`src/strided_slice_address_generator_macros.svh`:
```
// Assertion macros shared by the strided slice address generator modules.
`ifndef STRIDED_SLICE_ADDRESS_GENERATOR_MACROS_SVH
`define STRIDED_SLICE_ADDRESS_GENERATOR_MACROS_SVH
`ifndef SYNTHESIS
// Same-cycle implication, sampled on clk, off during rst.
`define SSAG_ASSERT_NOW(label, ante, cons) \
  label: assert property (@(posedge clk) disable iff (rst) (ante) |-> (cons)) \
    else $error("ssag assertion failed");
// Next-cycle implication, sampled on clk, off during rst.
`define SSAG_ASSERT_NEXT(label, ante, cons) \
  label: assert property (@(posedge clk) disable iff (rst) (ante) |=> (cons)) \
    else $error("ssag assertion failed");
`else
`define SSAG_ASSERT_NOW(label, ante, cons)
`define SSAG_ASSERT_NEXT(label, ante, cons)
`endif
`endif

```
`src/ssag_pkg.sv`:
```
// Types, codes and constants of the strided slice address generator.
package ssag_pkg;

  localparam int MAX_RANK_DEF = 8;
  localparam int RANK_W       = 4;

  // Request codes
  localparam logic [1:0] REQ_LOAD  = 2'd0;
  localparam logic [1:0] REQ_START = 2'd1;
  localparam logic [1:0] REQ_NEXT  = 2'd2;

  // Result status codes
  localparam logic [1:0] STS_OK      = 2'd0;
  localparam logic [1:0] STS_REJECT  = 2'd1;
  localparam logic [1:0] STS_NOT_RUN = 2'd2;

  // Datapath operations
  localparam logic [2:0] OP_NONE   = 3'd0;
  localparam logic [2:0] OP_LOAD   = 3'd1;
  localparam logic [2:0] OP_BEGIN  = 3'd2;
  localparam logic [2:0] OP_STEP   = 3'd3;
  localparam logic [2:0] OP_FINISH = 3'd4;
  localparam logic [2:0] OP_NEXT   = 3'd5;
  localparam logic [2:0] OP_IGNORE = 3'd6;

  // Validation phases of one axis, one multiply each but for PH_FIRST
  localparam logic [2:0] PH_SLICE_MUL = 3'd0;
  localparam logic [2:0] PH_SLICE     = 3'd1;
  localparam logic [2:0] PH_INPROD    = 3'd2;
  localparam logic [2:0] PH_OUTPROD   = 3'd3;
  localparam logic [2:0] PH_DELTA     = 3'd4;
  localparam logic [2:0] PH_SPAN      = 3'd5;
  localparam logic [2:0] PH_FIRST     = 3'd6;

  typedef struct packed {
    logic [1:0]  req_type;
    logic [2:0]  axis;
    logic [31:0] axis_in_size;
    logic [31:0] axis_out_size;
    logic [31:0] axis_start;
    logic [31:0] axis_step;
    logic [31:0] expected_count;
  } in_t;

  typedef struct packed {
    logic [1:0]  status;
    logic [31:0] source_index;
    logic [31:0] source_count;
    logic        last;
  } out_t;

  typedef struct packed {
    logic [2:0]        op;
    logic [2:0]        phase;
    logic [RANK_W-1:0] axis;
  } cmd_t;

  typedef struct packed {
    logic              fail;
    logic              rank_bad;
    logic [RANK_W-1:0] rank;
  } stat_t;

endpackage

```
`src/ssag_controller.sv`:
```
// Sequencer: accepts transactions and steps the per-axis validation.
`include "strided_slice_address_generator_macros.svh"
module ssag_controller import ssag_pkg::*; (
  input  logic       clk,
  input  logic       rst,
  input  logic       start,
  input  logic [1:0] req_type,
  input  stat_t      stat,
  output logic       busy,
  output logic       done,
  output cmd_t       cmd
);

  localparam logic [1:0] ST_IDLE   = 2'd0;
  localparam logic [1:0] ST_STEP   = 2'd1;
  localparam logic [1:0] ST_FINISH = 2'd2;

  logic [1:0]        state;
  logic [2:0]        phase;
  logic [RANK_W-1:0] axis;
  logic              accept;
  logic [RANK_W-1:0] rank_m1;

  assign busy    = (state != ST_IDLE);
  assign accept  = start && !busy;
  assign rank_m1 = stat.rank - RANK_W'(1);

  // Command to the datapath
  always_comb begin
    cmd.op    = OP_NONE;
    cmd.phase = phase;
    cmd.axis  = axis;
    if (accept) begin
      unique case (req_type)
        REQ_LOAD:  cmd.op = OP_LOAD;
        REQ_START: cmd.op = OP_BEGIN;
        REQ_NEXT:  cmd.op = OP_NEXT;
        default:   cmd.op = OP_IGNORE;
      endcase
    end else if (state == ST_STEP) begin
      cmd.op = OP_STEP;
    end else if (state == ST_FINISH) begin
      cmd.op = OP_FINISH;
    end
  end

  // State, axis and phase sequencing
  always_ff @(posedge clk) begin
    if (rst) begin
      state <= ST_IDLE;
      phase <= PH_SLICE_MUL;
      axis  <= '0;
      done  <= 1'b0;
    end else begin
      done <= 1'b0;
      unique case (state)
        ST_IDLE: begin
          if (accept) begin
            if (req_type != REQ_START || stat.rank_bad) begin
              done <= 1'b1;
            end else begin
              state <= ST_STEP;
              phase <= PH_SLICE_MUL;
              axis  <= rank_m1;
            end
          end
        end
        ST_STEP: begin
          if (stat.fail) begin
            done  <= 1'b1;
            state <= ST_IDLE;
          end else if (phase == PH_FIRST) begin
            phase <= PH_SLICE_MUL;
            if (axis == '0) state <= ST_FINISH;
            else axis <= axis - RANK_W'(1);
          end else begin
            phase <= phase + 3'd1;
          end
        end
        ST_FINISH: begin
          done  <= 1'b1;
          state <= ST_IDLE;
        end
        default: state <= ST_IDLE;
      endcase
    end
  end

  `SSAG_ASSERT_NEXT(a_last_axis_finishes,
    state == ST_STEP && phase == PH_FIRST && axis == '0 && !stat.fail, state == ST_FINISH)
  `SSAG_ASSERT_NEXT(a_next_answers_at_once, accept && req_type == REQ_NEXT, done && !busy)

endmodule

```
`config.mk`:
```
export PLATFORM = sky130hd
export DESIGN_NAME = ssag_controller
export DESIGN_NICKNAME = d
export VERILOG_FILES = /design/src/ssag_pkg.sv /design/src/ssag_controller.sv
export VERILOG_INCLUDE_DIRS = /design/src /design/src/src
export SDC_FILE = /design/constraint.sdc
export NUM_CORES = 1
export LEC_CHECK = 0
export ABC_AREA = 1
export BUFFER_PORTS_ARGS = -buffer_cell sky130_fd_sc_hd__buf_4
export CAP_MARGIN = 40
export CELL_PAD_IN_SITES_DETAIL_PLACEMENT = 1
export CELL_PAD_IN_SITES_GLOBAL_PLACEMENT = 1
export CORE_ASPECT_RATIO = 0.8
export CORE_UTILIZATION = 32
export CTS_CLUSTER_DIAMETER = 60
export CTS_CLUSTER_SIZE = 28
export DETAILED_ROUTE_END_ITERATION = 7
export PLACE_DENSITY_LB_ADDON = 0.1
export REMOVE_ABC_BUFFERS = 1
export SYNTH_ARGS = -nofsm -noshare
export SYNTH_HDL_FRONTEND = slang
export SYNTH_SLANG_ARGS = --single-unit
export TNS_END_PERCENT = 5
```
`constraint.sdc`:
```
create_clock -name clk -period 1.6 [get_ports clk]
set_input_delay 0.24 -clock clk [delete_from_list [all_inputs] [get_ports clk]]
set_output_delay 0.24 -clock clk [all_outputs]
set_load 0.02 [all_outputs]
```
==> flow_summary.yaml <==
worst_hold_path:
  hold_path_class: "input port to flop"
  min_from: "rst"
synthesis:
  ys_warn_count: 0
  synthArstFlopShare_pct: 0
  syn_avg_cell_area_um2: 6.21
  ys_seq_elements: 10
  synthesis.area_um2: 664
  syn_inst: 107
  synth_seq_area_share_pct: 30.1
  synth_ff_type: "dfxtp_1"
  synth_cell_types: 24
  synth_edf_count: 0
route:
  drt-vias-per-instance: 4.78
  routedWlPerCell_um: 13.2
  drtIter0Drc: 12
  finalWirelength_um: 2050
  drc: 0
  vias: 746
  firstDrtPassIters: 4
  final_antenna_net_count: 0
global_route:
  grt_first_pass_wirelength_um: 3310
  antenna_found_initial: 0
  grt_usage_pct: 20.3
  grt_max_degree: 11
  grt-ovfl-total: 0
  grt_pass1_vias: 722
power_and_ir_drop:
  p_seq_share_pct: 44.9
  p_sw_share_pct: 31.9
  power_switching_uw: 189
  pwr-share-clk_pct: 31.1
  powerDensity_mw_per_mm2: 665
  internal-power_uw: 403
  p_leak_nw: 0.464
  ir_worst_vdd_uv: 396
  power.share.combinational_pct: 24.0
worst_setup_path:
  cp_max_fo: 5
  cp.depth: 4
  worstReg2RegEnd: "phase[1]"
  crit_type: "flop to primary output"
  critPathCaptureType: "primary output"
  rr_startpoint: "state[1]"
  r2r_cells: 6
  crit_path_start_kind: "flop"
  crit_required_ps: 1360
  critPathLaunch: "state[1]"
  worstSetupEndpoint: "cmd[9]"
  slowest_stage: "dfxtp_1"
  cp_cell_sequence: "inv_2 > or2_2 > o21ai_1 > buf_4"
  arrival_ps: 1280
  slowest_delay_ps: 390
  worstPathBufferInverterCount: 2
  ff2ff_setup_slack_ps: 230
  cpLargestDelayFamily: "flip-flops"
placed_design:
  dpl.cell_count: 152
  portBuffers: 22
  dp_hpwl_um: 1660
  place_congestion: 0.748
  pre_cts_ws_ps: 120
timing:
  slew_headroom_pct: 74.9
  fmax_mhz: 658
  fin_skew_ps: 4.95
  hold_slack_ps: 157
  rsz0062_at_grt: "no"
  period_share_pct: 95.0
  drv_slew: 0
  final_hold_viol_count: 0
  worst_slack_ps: 79.4
  fin_crit_ps: 1520
  worstMarginPinSlew_ps: 373
  setup_viol: 0
finish:
  fillers: 268
  layout-drive-gt1-share_pct: 31.1
  diodes: 0
  final_nets: 146
  final_cell_mix: "29 x nand2_1, 23 x buf_4, 15 x inv_1"
  area_growth_pct: 33.9
  final-seq-area_um2: 204
  final_common_cell: "nand2_1"
  multiInputGateArea_um2: 393
  final_cells: 156
clock_network:
  cts-root-buf: "clkbuf_4"
  cts_hold_buf: 0
  clk_latency_ps: 270
  cts_sinks: 10
  numCtsBuffers: 3
  cts_tree: "done"
  cts_max_level: 1
  clk_pin_slew_ps: 70
  cts_buffer_depth: 2
run_status:
  status: "finished clean"
die:
  dieArea_mm2: 0.00226
  die_w_um: 52.9
  rows: 14
  num_io_pins: 23
  initial_core_util_pct: 34.8
  core-area_mm2: 0.00191
  chipHeight_um: 42.8
job:
  drv_cap: 0
-- flip-flops by register name, summed over array words and instances (netlist names) --
register  count
axis          4
done          1
phase         3
state         2
-- repair_timing --
item	4_1_cts	5_1_grt
pin swaps	1	0
gates resized for setup	2	5
setup buffers	1	0
setup endpoints to repair	3	2
-- through the flow --
step,power (mW),area (um^2),util [%],TNS (ps)
2_1_floorplan,0.348,653,-,-7.21
3_3_place_gp,0.404,848,44.4,0
3_5_place_dp,0.411,848,44.4,0
4_1_cts,0.598,882,46.2,0
5_1_grt,0.624,890,46.6,0
6_report,0.592,890,46.6,0
-- logic make-up after synthesis --
| kind of cell | synth area share (%) |
|---|---|
| simple gates | 43.9 |
| buf+inv | 11.9 |
| compound gates | 10.9 |
| flops | 30.1 |
| xor+xnor | 1.32 |
| fa+ha+maj | 1.88 |
-- worst min path at each step --
stage / depth (start not counted) / to / slack (ps)
after CTS: 2 / state[0] / 150
final: 2 / state[0] / 160
after detailed placement: 2 / done / 440
after global routing: 2 / state[0] / 150
after floorplan: 1 / state[0] / 310
after global placement: 2 / done / 430
-- synthesized netlist by cell type (all sizes together), types with 2 or more instances --
cell	instances	share of area, %
a21oi	5	3.8
dfxtp	10	30
inv	18	10
nand2	33	21
nand3	8	6.8
nor2	17	11
o21ai	6	5.1
or2	2	2.3
-- layer usage --
layer  wire [um]  vias to the layer above  track usage (%)
met4           8                        0             5.26
li1            -                      386                -
met3         103                        2             5.73
met1         966                      338             26.1
met5           0                        -                0
met2         975                       20             32.9
-- cell type report --
cell class | instances | area share, %
Multi-Input combinational cell | 78 | 44.2
Sequential cell | 10 | 22.9
Timing Repair Buffer | 23 | 19.4
Inverter | 18 | 7.59
Tap cell | 24 | 3.38
Clock buffer | 3 | 2.53
-- power groups by stage --
stage	sequential [mW]	combinational (mW)	clock, mW
detailed placement	0.273	0.138	0
global route	0.267	0.156	0.200
CTS	0.267	0.140	0.191
global placement	0.272	0.132	0
finish	0.266	0.142	0.184
floorplan	0.280	0.0681	0
(Power assumes the default switching activity.)
